## src/hdl/bbc_pkg.sv

```systemverilog
`timescale 1ns / 1ps
// ----------------------------------------------------------------------------
// bbc_pkg: shared types and constants for the bracket balance checker
// Character codes, bracket kind codes and the classified operation that
// travels from the front end through the queue to the stack engine.
// ----------------------------------------------------------------------------
package bbc_pkg;

  localparam int StackDepth = 128;
  localparam int QueueDepth = 2;

  localparam logic [7:0] LimitReset = 8'd100;

  localparam logic [7:0] ChOpenRound   = 8'h28;  // (
  localparam logic [7:0] ChCloseRound  = 8'h29;  // )
  localparam logic [7:0] ChOpenSquare  = 8'h5B;  // [
  localparam logic [7:0] ChCloseSquare = 8'h5D;  // ]
  localparam logic [7:0] ChOpenCurly   = 8'h7B;  // {
  localparam logic [7:0] ChCloseCurly  = 8'h7D;  // }

  typedef enum logic [1:0] {
    KindRound  = 2'd0,
    KindCurly  = 2'd1,
    KindSquare = 2'd2
  } kind_e;

  typedef struct packed {
    logic  is_open;
    logic  is_close;
    kind_e kind;
    logic  last;
  } op_t;

  localparam int OpW = $bits(op_t);

endpackage

```

## src/hdl/bbc_ram.sv

```systemverilog
`timescale 1ns / 1ps
// ----------------------------------------------------------------------------
// bbc_ram: generic single-port-write, single-port-read RAM
// One write and one read per cycle; the read data is registered.
// ----------------------------------------------------------------------------
module bbc_ram #(
  parameter int Width = 2,
  parameter int Depth = 128
) (
  input  logic                     clk_i,
  input  logic                     we_i,
  input  logic [$clog2(Depth)-1:0] waddr_i,
  input  logic [Width-1:0]         wdata_i,
  input  logic [$clog2(Depth)-1:0] raddr_i,
  output logic [Width-1:0]         rdata_o
);

  logic [Width-1:0] mem_q [Depth];
  logic [Width-1:0] rdata_q;

  always_ff @(posedge clk_i) begin
    if (we_i) begin
      mem_q[waddr_i] <= wdata_i;
    end
    rdata_q <= mem_q[raddr_i];
  end

  assign rdata_o = rdata_q;

endmodule

```

## src/hdl/bbc_back.sv

```systemverilog
`timescale 1ns / 1ps
// ----------------------------------------------------------------------------
// bbc_back: stack engine and result register
// Apply one op per cycle to the bracket stack unless a result waits; register the result.
// ----------------------------------------------------------------------------
module bbc_back #(
  parameter int STACK_DEPTH = bbc_pkg::StackDepth
) (
  input  logic         clk_i,
  input  logic         rst_ni,
  input  logic [7:0]   stack_limit_i,
  input  logic         op_valid_i,
  output logic         op_ready_o,
  input  bbc_pkg::op_t op_i,
  output logic         res_valid_o,
  input  logic         res_ready_i,
  output logic         res_verdict_ready_o,
  output logic         res_expression_valid_o,
  output logic         res_error_seen_o,
  output logic [7:0]   res_depth_now_o
);

  localparam int CntW = $clog2(STACK_DEPTH + 1);
  localparam int IdxW = $clog2(STACK_DEPTH);
  localparam int CmpW = (CntW > 8) ? CntW : 8;

  // Top two entries live in registers; the RAM read runs one entry ahead.
  logic [CntW-1:0]     cnt_q, cnt_d;
  logic                err_q, err_d;
  bbc_pkg::kind_e      top_q, top_d;
  bbc_pkg::kind_e      sec_q, sec_d;
  logic [1:0]          ram_rdata;
  logic [IdxW-1:0]     ram_raddr;
  logic                take, push, pop, err_new;
  logic [CntW-1:0]     cnt_new;
  logic [CmpW-1:0]     cnt_ext;
  logic                can_push;

  logic                out_valid_q;
  logic                out_verdict_q, out_ok_q, out_err_q;
  logic [7:0]          out_depth_q;

  assign take       = op_valid_i && (!out_valid_q || res_ready_i);
  assign op_ready_o = !out_valid_q || res_ready_i;

  assign cnt_ext  = CmpW'(cnt_q);
  assign can_push = (cnt_ext < CmpW'(stack_limit_i)) && (cnt_ext < CmpW'(STACK_DEPTH));

  always_comb begin
    push    = 1'b0;
    pop     = 1'b0;
    err_new = err_q;
    if (take && !err_q) begin
      if (op_i.is_open) begin
        push = can_push;
      end else if (op_i.is_close) begin
        if ((cnt_q == '0) || (top_q != op_i.kind)) begin
          err_new = 1'b1;
        end else begin
          pop = 1'b1;
        end
      end
    end
  end

  always_comb begin
    cnt_new = cnt_q;
    if (push) begin
      cnt_new = cnt_q + 1'b1;
    end else if (pop) begin
      cnt_new = cnt_q - 1'b1;
    end
    cnt_d = cnt_new;
    err_d = err_new;
    if (take && op_i.last) begin
      cnt_d = '0;
      err_d = 1'b0;
    end
  end

  always_comb begin
    top_d = top_q;
    sec_d = sec_q;
    if (push) begin
      top_d = op_i.kind;
      sec_d = top_q;
    end else if (pop) begin
      top_d = sec_q;
      sec_d = bbc_pkg::kind_e'(ram_rdata);
    end
  end

  // Fetch the entry below the second one for the next cycle's count.
  assign ram_raddr = IdxW'(cnt_d - CntW'(3));

  bbc_ram #(
    .Width (2),
    .Depth (STACK_DEPTH)
  ) u_stack_ram (
    .clk_i   (clk_i),
    .we_i    (push),
    .waddr_i (cnt_q[IdxW-1:0]),
    .wdata_i (op_i.kind),
    .raddr_i (ram_raddr),
    .rdata_o (ram_rdata)
  );

  always_ff @(posedge clk_i or negedge rst_ni) begin
    if (!rst_ni) begin
      cnt_q       <= '0;
      err_q       <= 1'b0;
      out_valid_q <= 1'b0;
    end else begin
      cnt_q <= cnt_d;
      err_q <= err_d;
      if (take) begin
        out_valid_q <= 1'b1;
      end else if (res_ready_i) begin
        out_valid_q <= 1'b0;
      end
    end
  end

  always_ff @(posedge clk_i) begin
    top_q <= top_d;
    sec_q <= sec_d;
    if (take) begin
      out_verdict_q <= op_i.last;
      out_ok_q      <= op_i.last && !err_new && (cnt_new == '0);
      out_err_q     <= err_new;
      out_depth_q   <= 8'(cnt_new);
    end
  end

  assign res_valid_o            = out_valid_q;
  assign res_verdict_ready_o    = out_verdict_q;
  assign res_expression_valid_o = out_ok_q;
  assign res_error_seen_o       = out_err_q;
  assign res_depth_now_o        = out_depth_q;

endmodule

```

## config.mk

```make
export PLATFORM = sky130hd
export DESIGN_NAME = bbc_back
export DESIGN_NICKNAME = d
export VERILOG_FILES = /design/src/hdl/bbc_pkg.sv /design/src/hdl/bbc_ram.sv /design/src/hdl/bbc_back.sv
export SDC_FILE = /design/constraint.sdc
export NUM_CORES = 1
export LEC_CHECK = 0
export BUFFER_PORTS_ARGS = -buffer_cell sky130_fd_sc_hd__buf_2
export CAP_MARGIN = 5
export CORE_MARGIN = 2
export CORE_UTILIZATION = 40
export DETAILED_ROUTE_END_ITERATION = 6
export SETUP_SLACK_MARGIN = 0.2
export SYNTH_ARGS = -nofsm -noshare
export SYNTH_HDL_FRONTEND = slang
export SYNTH_SLANG_ARGS = --single-unit
export TNS_END_PERCENT = 20
```

## constraint.sdc

```tcl
create_clock -name clk_i -period 3.6 [get_ports clk_i]
set_clock_uncertainty 0.05 [all_clocks]
set_input_delay 0.36 -clock clk_i [delete_from_list [all_inputs] [get_ports clk_i]]
set_output_delay 0.36 -clock clk_i [all_outputs]
set_load 0.01 [all_outputs]
```

==> qor.txt, run 1 <==
Vias in the first global route = 9730
Die Wd = 182.9 um
# clock sinks = 283
Final Critical Period = 3.818 ns
Lkg Pwr = 5.515 nW
GR met2 Demand/Resource = 37.10%
Crit path max fanout = 6
DRT iter0 DRCs = 1133
Avg Inst Size Synth = 12.26 um^2
First-pass GRT wire length = 58280 um
Slew headroom = 39.68%
GRT Resource Usage Total = 23.29%
Via count = 9874
Area growth syn-to-layout = 24.53%
Seq/Total Area, Yosys = 65.86%
Worst skew pair latency = 0.56 ns
Max-cap violations = 0
Antenna violations before repair = 0
Area share of the largest cell type after synthesis = 63.60%
Top FF cell, synth = edfxtp_1
Failing checks = DRC, setup timing
Clock root buffer = clkbuf_16
Yosys cell types = 69
WL per Instance = 23.60 um
Final #Nets = 1255
Hold Crit Class = input port to flip-flop
Fin. max-slew vios = 0
Outcome = complete, but fails checks
Ratio of final minimum period to clock period = 106.1%
WHS = 0.1287 ns
Syn nets = 1070
Vias per cell = 5.966
DIE AREA = 33440 um^2
ANT nets after route = 0
Yosys top cell by area = edfxtp_1
Htree depth = 1
Crit path kind = flip-flop to flip-flop
Die Height = 182.9 um
Worst Path Arrival = 4.27 ns
Setup TNS = -0.3523 ns
Overall power = 10.88 mW
Met3 GRT Util = 4.905%
R2R setup slack = -0.22 ns
Core ar. = 31560 um^2
CTS tree = yes
Num CTS Buffers = 31
Final wirelength = 39060 um
Final worst-path setup slack = -0.2181 ns
RD Place Congestion = 0.8962
Post-synth EDFFs = 271
Synth top area cells = edfxtp_1, nor2_1, a22oi_1
I/O pin count = 30
Initial Utilization = 40.55%
Worst VDD drop = 394.9 uV
Mapped cell area = 12800 um^2
Crit. End Element = flip-flop
Largest net degree at the start of global routing = 78
PD cells = 682.8 nW/um^2
Antenna diodes = 0
Critical Path RT = 4.05 ns
Max Buffers Root-to-Sink = 3
Final setup viols = 2
Layout cell share with drive strength beyond 1 = 25.22%
Startpoint type of the worst setup path = flip-flop
Grt met1 use = 31.09%
Clk slew on worst S/H paths = 0.06 ns
Syn. warnings = 0
Synth Instances = 1044
HPWL after DPL = 26460 um
Slew of the pin with the lowest slew margin = 0.9048 ns
RSZ-0062 raised after global routing = true
Yosys reg bits = 283
Row count = 65
Fin. Hold Viols = 0
DRC Markers = 16
GRT busiest layer = met2
Buffers on Ports = 29
Total gr overflow = 0
First drt pass iteration count = 7
Fraction of registers with async set/reset = 3.534%
Fmax = 0.2619 GHz
critical path, cell delays in order (launching register included):
cell	delay (ns)
dfrtp_1	0.40
buf_6	0.13
ha_4	0.25
o211ai_1	0.09
a31oi_2	0.25
o21ai_4	0.11
buf_6	0.15
a221o_1	0.33
a211o_4	0.38
nor3_4	0.30
buf_6	0.14
xnor2_1	0.05
nand3b_1	0.24
nand4b_1	0.41
o22ai_2	0.34
a211o_1	0.14
layout by cell type, fill, tap and decap left out, types with 13 or more instances in the layout:
cell,count
nand3_1,41
clkbuf_16,31
nand4_1,19
a22oi_1,67
inv_1,28
buf_2,28
o21ai_0,14
nor3_1,14
buf_4,174
a22o_1,14
nand2_1,114
buf_6,13
edfxtp_1,271
a222oi_1,21
a21oi_1,14
a31oi_1,15
a211oi_1,15
nor2_1,143
metrics by stage:
step | util (%) | area [um^2] | setup WS (ns) | instances
final | 50.50 | 15940 | -0.2181 | 1655
after global routing | 50.50 | 15940 | -0.3099 | 1655
after CTS | 50.25 | 15860 | -0.1085 | 1652
after detailed placement | 46.11 | 14550 | -0.4339 | 1576
after global placement | 46.11 | 14550 | -0.3923 | 1576
after floorplan | - | 12870 | 0.1091 | 1044
path summary, 6_finish.rpt:
| path | start | to | cells past startpoint |
|---|---|---|---|
| max in group asynchronous | rst_ni | cnt_ext[2] | 2 |
| worst max register to register | cnt_ext[3] | u_stack_ram.rdata_o[0] | 15 |
| min in group asynchronous | rst_ni | res_valid_o | 2 |
| worst min-delay path | res_ready_i | res_valid_o | 3 |
| worst min register to register | sec_q[0] | top_q[0] | 2 |
| worst max-delay path | cnt_ext[3] | u_stack_ram.rdata_o[0] | 15 |
flip-flops by register name, summed over array words and instances, names as in the netlist, 2 cells and up:
register	flops
u_stack_ram.mem_q	256
cnt_ext	8
res_depth_now_o	8
sec_q	2
top_q	2
u_stack_ram.rdata_o	2
synthesized netlist by cell type (all sizes together) (9+ instances only):
| master | count |
|---|---|
| and2 | 9 |
| a31oi | 16 |
| clkbuf | 43 |
| and3 | 9 |
| o21ai | 15 |
| nor3 | 20 |
| a22o | 14 |
| a211oi | 20 |
| ha | 9 |
| or3 | 10 |
| nor2 | 145 |
| dfrtp | 10 |
| a221oi | 9 |
| nand2 | 114 |
| a22oi | 67 |
| inv | 30 |
| a21oi | 17 |
| nand4 | 19 |
| a222oi | 21 |
| o211ai | 10 |
| edfxtp | 271 |
| buf | 27 |
| nand3 | 42 |
final cells by class:
cell class                 count  area [um^2]
clock inverter                15        128.9
clock buffer                  42        847.1
timing repair buffer         222         1703
tap                          402        503.0
multi-input combinational    661         4213
fill                        2764        15620
inverter                      30        112.6
sequential                   283         8428
timing repair:
item,in CTS,in global routing
endpoints found under the hold margin,12,0
cloned,1,0
setup buffers,15,3
hold buffers,3,0
pin swaps,22,12
endpoints found under the setup margin,2,7
resized for setup,34,11
cells by family after synthesis:
| group | after synthesis | synth area share (%) |
|---|---|---|
| simple gates | 398 | 14.32 |
| flops | 283 | 65.86 |
| compound gates | 236 | 14.33 |
| buf+inv | 100 | 3.256 |
| xor+xnor | 9 | 0.6161 |
| mux | 9 | 0.7236 |
| fa+ha+maj | 9 | 0.8800 |
power breakdown:
part / internal [mW] / total (mW) / switching (mW)
combinational: 1.77 / 4.12 / 2.36
clock: 1.78 / 3.03 / 1.24
sequential: 3.69 / 3.73 / 0.0358
routing by layer:
metal  part of all wire (%)  up-vias  wire (um)
li1                       -     4444          -
met1                     41     4883      16050
met2                     46      433      17880
met3                    8.5      114       3325
met4                    4.6        0       1807
met5                      0        -          0
Power figures use the tool's default switching activity.
==> run 2, diff against run 1 <==
RECOVER_POWER = 50   (was not set)
==> run 2 against run 1 <==
Net effect:
- the run ends with DRC, capacitance limit, slew limit, setup timing left
- largest cell class unchanged
- critical endpoint unchanged
- maximum frequency grew 0.25%
- critical path type unchanged
- setup slack better by 0.0095 ns
- die area did not move
- largest power group unchanged
==> qor.txt, run 2 (same netlist as run 1, synthesis figures left out) <==
Area of the multi-input gates = 4213 um^2 (unchanged)
DRC Markers = 2 (was 16)
Critical Path Slowest Stage Cell = dfrtp_1 (was nand4b_1)
Crit. End Element = flip-flop (unchanged)
Worst setup path startpoint = cnt_ext[3] (unchanged)
Die Wd = 182.9 um (unchanged)
Ratio of final minimum period to clock period = 105.8% (was 106.1%)
Via count = 9840 (was 9874)
Crit path top cell by count = buf_6 (unchanged)
Largest net degree at the start of global routing = 78 (unchanged)
Setup TNS = -0.3280 ns (was -0.3523 ns)
Grt met1 use = 31.09% (unchanged)
R2R setup slack = -0.21 ns (was -0.22 ns)
Final wirelength = 39090 um (was 39060 um)
Crit path max fanout = 6 (unchanged)
Critical Path RT = 4.05 ns (about the same)
Most frequent cells in the layout = edfxtp_1, buf_4, nor2_1 (unchanged)
Final worst-path setup slack = -0.2086 ns (was -0.2181 ns)
Worst path max stage delay = 0.40 ns (was 0.41 ns)
# clock sinks = 283 (unchanged)
Die Height = 182.9 um (unchanged)
RSZ-0062 raised after global routing = true (unchanged)
Slew headroom = -72.01% (was 39.68%)
Failing checks = DRC, capacitance limit, slew limit, setup timing (was DRC, setup timing)
Slew of the pin with the lowest slew margin = 2.580 ns (was 0.9048 ns)
RR Endpoint = u_stack_ram.rdata_o[0] (unchanged)
Largest register by flop count = u_stack_ram.mem_q (unchanged)
ANT nets after route = 0 (unchanged)
Final Critical Period = 3.809 ns (was 3.818 ns)
First-pass GRT wire length = 58280 um (unchanged)
Max reg flops = 256 (unchanged)
First drt pass iteration count = 7 (unchanged)
I/O pin count = 30 (unchanged)
Layout cell share with drive strength beyond 1 = 23.78% (was 25.22%)
GRT Resource Usage Total = 23.29% (unchanged)
CTS tree = yes (unchanged)
Crit path buf inv count = 3 (unchanged)
Max-cap violations = 1 (was 0)
Register Area = 8428 um^2 (unchanged)
Vias in the first global route = 9730 (unchanged)
GRT busiest layer = met2 (unchanged)
Vias per cell = 5.946 (was 5.966)
Row count = 65 (unchanged)
Clock root buffer = clkbuf_16 (unchanged)
Final #Nets = 1255 (unchanged)
Total gr overflow = 0 (unchanged)
WHS Path Cells = 3 (unchanged)
Top delay family on crit path = compound AO/OA/AOI/OAI gates (unchanged)
Lkg Pwr = 5.457 nW (was 5.515 nW)
RD Place Congestion = 0.8962 (unchanged)
Hold Crit Class = input port to flip-flop (unchanged)
Crit-path cells = buf_6, ha_4, o211ai_1, a31oi_2, o21ai_4, buf_6, a221o_1, a211o_4, nor3_4, buf_6, xnor2_1, nand3b_1, nand4b_1, o22ai_2, a211o_1 (unchanged)
RR Startpoint = cnt_ext[3] (unchanged)
Area growth syn-to-layout = 24.22% (was 24.53%)
Antenna diodes = 0 (unchanged)
R2R cell count = 15 (unchanged)
Outcome = complete, but fails checks (unchanged)
Core ar. = 31560 um^2 (unchanged)
Num CTS Buffers = 31 (unchanged)
Fillers = 2774 (was 2764)
Final setup viols = 2 (unchanged)
Worst skew pair latency = 0.56 ns (about the same)
Worst VDD drop = 395.6 uV (was 394.9 uV)
Overall power = 10.88 mW (about the same)
Max Buffers Root-to-Sink = 3 (unchanged)
DIE AREA = 33440 um^2 (unchanged)
Buffers on Ports = 29 (unchanged)
Crit path kind = flip-flop to flip-flop (unchanged)
Fin. max-slew vios = 60 (was 0)
Startpoint type of the worst setup path = flip-flop (unchanged)
GR met2 Demand/Resource = 37.10% (unchanged)
Worst Path Arrival = 4.26 ns (was 4.27 ns)
PD cells = 684.3 nW/um^2 (was 682.8 nW/um^2)
Commonest non-fill, non-tap cell in the layout = edfxtp_1 (unchanged)
DRT iter0 DRCs = 1124 (was 1133)
Fmax = 0.2626 GHz (was 0.2619 GHz)
WHS Endpoint = res_valid_o (unchanged)
Met3 GRT Util = 4.905% (unchanged)
WL per Instance = 23.62 um (was 23.60 um)
HPWL after DPL = 26460 um (unchanged)
Clk slew on worst S/H paths = 0.06 ns (about the same)
Antenna violations before repair = 0 (unchanged)
Initial Utilization = 40.55% (unchanged)
Fin. Hold Viols = 0 (unchanged)
Worst Min Path Start = res_ready_i (unchanged)
Htree depth = 1 (unchanged)
## run 2: cell count changes in the layout (fill, tap and decap cells not counted)
cell / previous run / this run
buf_4: 174 / 166
clkbuf_2: 0 / 2
buf_2: 28 / 15
clkbuf_1: 8 / 26
clkbuf_4: 0 / 1
## run 2: how the worst max path moves through the flow
stage / slack, ns / endpoint / cells past startpoint
6_report: -0.21 / u_stack_ram.rdata_o[0] / 15
5_1_grt: -0.31 / u_stack_ram.rdata_o[0] / 15
4_1_cts: -0.11 / u_stack_ram.rdata_o[0] / 12
3_5_place_dp: -0.43 / u_stack_ram.rdata_o[0] / 19
3_3_place_gp: -0.39 / u_stack_ram.rdata_o[0] / 19
2_1_floorplan: 0.11 / u_stack_ram.rdata_o[1] / 16
## run 2: layout make-up
class	instances	area share, %
Inverter	30	0.7084
Multi-Input combinational cell	661	26.50
Tap cell	402	3.164
Clock buffer	42	5.329
Timing Repair Buffer	222	10.46
Clock inverter	15	0.8108
Sequential cell	283	53.02
## run 2: power breakdown
part	switching, mW	leakage (nW)	internal, mW
clock network	1.25	0.486	1.78
registers	0.0365	2.59	3.70
logic	2.36	2.38	1.76
## run 2: what timing repair did
action,4_1_cts,5_1_grt
cloned,1,0
hold buffers,3,0
buffers inserted,15,3
setup endpoints to repair,2,7
gates resized for setup,34,11
pin swaps,22,12
endpoints found under the hold margin,12,0
## run 2: worst register-to-register path: stages, from the launching register on
cell	delay [ns]
dfrtp_1	0.40
buf_6	0.13
ha_4	0.25
o211ai_1	0.09
a31oi_2	0.25
o21ai_4	0.11
buf_6	0.15
a221o_1	0.33
a211o_4	0.38
nor3_4	0.30
buf_6	0.15
xnor2_1	0.05
nand3b_1	0.24
nand4b_1	0.40
o22ai_2	0.33
a211o_1	0.14
## run 2: stage by stage
stage / worst slack (ns) / hold slack (ns) / instance area (um^2) / instances / utilization, %
2_1_floorplan: 0.1091 / 0.01441 / 12870 / 1044 / -
3_3_place_gp: -0.3923 / 0.1905 / 14550 / 1576 / 46.11
3_5_place_dp: -0.4339 / 0.1948 / 14550 / 1576 / 46.11
4_1_cts: -0.1085 / 0.1223 / 15860 / 1652 / 50.25
5_1_grt: -0.3099 / 0.1702 / 15900 / 1655 / 50.37
6_report: -0.2086 / 0.1283 / 15900 / 1655 / 50.37
## run 2: routing by layer
layer | up-vias | part of all wire [%]
li1 | 4442 | -
met1 | 4831 | 41
met2 | 456 | 46
met3 | 111 | 8.5
met4 | 0 | 4.6
met5 | - | 0
==> run 3, diff against run 2 <==
BUFFER_PORTS_ARGS = not set   (was -buffer_cell sky130_fd_sc_hd__buf_2)
DONT_BUFFER_PORTS = 1   (was not set)
SKIP_LAST_GASP = 1   (was not set)
==> run 3 against run 2 <==
Net effect:
- the flow finishes with violations (capacitance limit, slew limit, setup timing)
- critical path depth up 2
- via count down 0.32%
- clock-buffer cell count shrank 6
- final cell count down 2.4%
- utilization is 0.41 points higher
- die area stayed put
- non-clock buffer count shrank 35
- maximum frequency is 5.1% higher
- sequential power hardly changed
- routed wire length increased by 0.44%
- sequential cell count is the same
- setup slack better by 0.18 ns
==> qor.txt, run 3 (same netlist as run 1, synthesis figures left out) <==
CTS tree = yes (unchanged)
Initial Utilization = 40.55% (unchanged)
Slew headroom = -68.69% (was -72.01%)
Failing checks = capacitance limit, slew limit, setup timing (was DRC, capacitance limit, slew limit, setup timing)
Pre-CTS WS = -0.2264 ns (was -0.4339 ns)
Row count = 65 (unchanged)
# clock sinks = 283 (unchanged)
Slew of the pin with the lowest slew margin = 2.530 ns (was 2.580 ns)
Most frequent cells in the layout = edfxtp_1, buf_4, nor2_1 (unchanged)
ANT nets after route = 0 (unchanged)
RSZ-0062 raised after global routing = true (unchanged)
Worst path max stage delay = 0.43 ns (was 0.40 ns)
Crit path buf inv count = 5 (was 3)
Htree depth = 1 (unchanged)
Crit. End Element = flip-flop (unchanged)
Core ar. = 31560 um^2 (unchanged)
Final setup viols = 2 (unchanged)
Via count = 9809 (was 9840)
Clock root buffer = clkbuf_16 (unchanged)
I/O pin count = 30 (unchanged)
RR Startpoint = cnt_ext[3] (unchanged)
Commonest non-fill, non-tap cell in the layout = edfxtp_1 (unchanged)
Final wirelength = 39260 um (was 39090 um)
Die Height = 182.9 um (unchanged)
Worst setup path startpoint = cnt_ext[3] (unchanged)
Num CTS Buffers = 29 (was 31)
Antenna violations before repair = 0 (unchanged)
Fin. max-slew vios = 260 (was 60)
DRC Markers = 0 (was 2)
DRT iter0 DRCs = 1093 (was 1124)
Worst VDD drop = 408.4 uV (was 395.6 uV)
Fmax = 0.2759 GHz (was 0.2626 GHz)
Largest register by flop count = u_stack_ram.mem_q (unchanged)
Int Power = 7.523 mW (was 7.236 mW)
Critical Path Slowest Stage Cell = dfrtp_1 (unchanged)
First-pass GRT wire length = 58990 um (was 58280 um)
Vias in the first global route = 9650 (was 9730)
Layout cell share with drive strength beyond 1 = 24.79% (was 23.78%)
Lkg Pwr = 5.411 nW (was 5.457 nW)
Clk pwr share = 27.5% (was 27.9%)
DIE AREA = 33440 um^2 (unchanged)
Logic pwr share = 39.4% (was 37.8%)
Net Sw Power = 3.839 mW (was 3.642 mW)
Total gr overflow = 0 (unchanged)
Antenna diodes = 0 (unchanged)
Crit path max fanout = 5 (was 6)
Critical Path RT = 3.99 ns (was 4.05 ns)
Hold Crit Class = input port to flip-flop (unchanged)
Buffers on Ports = 0 (was 29)
HPWL after DPL = 25230 um (was 26460 um)
Part of the power in registers = 33.1% (was 34.3%)
Worst Path Arrival = 4.02 ns (was 4.26 ns)
Fin. Hold Viols = 0 (unchanged)
Die Wd = 182.9 um (unchanged)
Max reg flops = 256 (unchanged)
PD cells = 709.1 nW/um^2 (was 684.3 nW/um^2)
Largest net degree at the start of global routing = 130 (was 78)
Ratio of final minimum period to clock period = 100.7% (was 105.8%)
Startpoint type of the worst setup path = flip-flop (unchanged)
Outcome = complete, but fails checks (unchanged)
Worst Min Path Start = op_i[0] (was res_ready_i)
Sw Ratio = 33.79% (was 33.48%)
GRT Resource Usage Total = 23.43% (was 23.29%)
Crit path kind = flip-flop to flip-flop (unchanged)
Max-cap violations = 2 (was 1)
First drt pass iteration count = 7 (unchanged)
RD Place Congestion = 0.9124 (was 0.8962)
Max Buffers Root-to-Sink = 3 (unchanged)
Vias per cell = 6.070 (was 5.946)
Worst skew pair latency = 0.58 ns (was 0.56 ns)
Final #Nets = 1218 (was 1255)
Crit path top cell by count = buf_4 (was buf_6)
Clk slew on worst S/H paths = 0.07 ns (was 0.06 ns)
Crit-path cells = ha_4, o211ai_1, a31oi_2, o21ai_4, buf_6, a221o_1, o211ai_1, buf_4, buf_4, buf_4, nand4b_1, a211oi_1, a211oi_1, buf_4, and4_4, a31oi_4, o211ai_1 (was buf_6, ha_4, o211ai_1, a31oi_2, o21ai_4, buf_6, a221o_1, a211o_4, nor3_4, buf_6, xnor2_1, nand3b_1, nand4b_1, o22ai_2, a211o_1)
Top delay family on crit path = compound AO/OA/AOI/OAI gates (unchanged)
Area growth syn-to-layout = 25.23% (was 24.22%)
Final Critical Period = 3.625 ns (was 3.809 ns)
Final worst-path setup slack = -0.02508 ns (was -0.2086 ns)
Overall power = 11.36 mW (was 10.88 mW)
WL per Instance = 24.30 um (was 23.62 um)
## run 3: power groups by stage
stage	logic [mW]	registers, mW	clock network [mW]
finish	4.48	3.76	3.13
global route	4.75	3.76	3.27
CTS	4.23	3.75	3.15
detailed placement	3.71	3.81	0
global placement	3.70	3.81	0
floorplan	2.07	3.79	0
## run 3: worst paths after layout
kind,to,slack (ns),cells after the start
max,u_stack_ram.rdata_o[1],-0.03,17
min,res_expression_valid_o,0.07,3
max reg2reg,u_stack_ram.rdata_o[1],-0.03,17
min reg2reg,top_q[0],0.48,2
max in group asynchronous,cnt_ext[0],3.02,1
min in group asynchronous,cnt_ext[5],0.13,1
## run 3: cell type report
type                       count  area, um^2
clock inverter                17       219.0
tap                          402       503.0
clock buffer                  36       752.0
inverter                      30       112.6
fill                        2725       15530
timing repair buffer         187        1613
multi-input combinational    661        4397
sequential                   283        8428
## run 3: worst min-delay path: stages
cell and delay, ns:
nand2_1 0.03, or4_1 0.09, nor4_1 0.04
## run 3: timing repair
item / 4_1_cts / 5_1_grt
setup endpoints to repair: 2 / 2
hold buffers: 5 / 0
resized for setup: 41 / 48
setup buffers: 12 / 6
endpoints found under the hold margin: 270 / 0
gates cloned: 2 / 0
pin swaps: 25 / 29
## run 3: through the flow
stage	util, %	hold WS, ns	TNS [ns]	cell area [um^2]	cells
after detailed placement	45.62	0.01472	-0.4172	14400	1538
after CTS	50.10	0.06133	-0.07694	15810	1610
after global routing	50.78	0.07855	-0.3118	16020	1616
after global placement	45.62	0.01468	-0.3377	14400	1538
after floorplan	-	0.01441	0	12870	1044
final	50.78	0.07478	-0.03707	16020	1616
## run 3: layer usage
layer  global-route usage [%]  wire, um  share of wire, %  up-vias
met5                        0         0                 0        -
met4                    9.568      1590               4.0        0
met3                    4.150      3412               8.7       98
met2                    37.63     18350                47      459
met1                    31.70     15910                41     4884
li1                         -         -                 -     4368
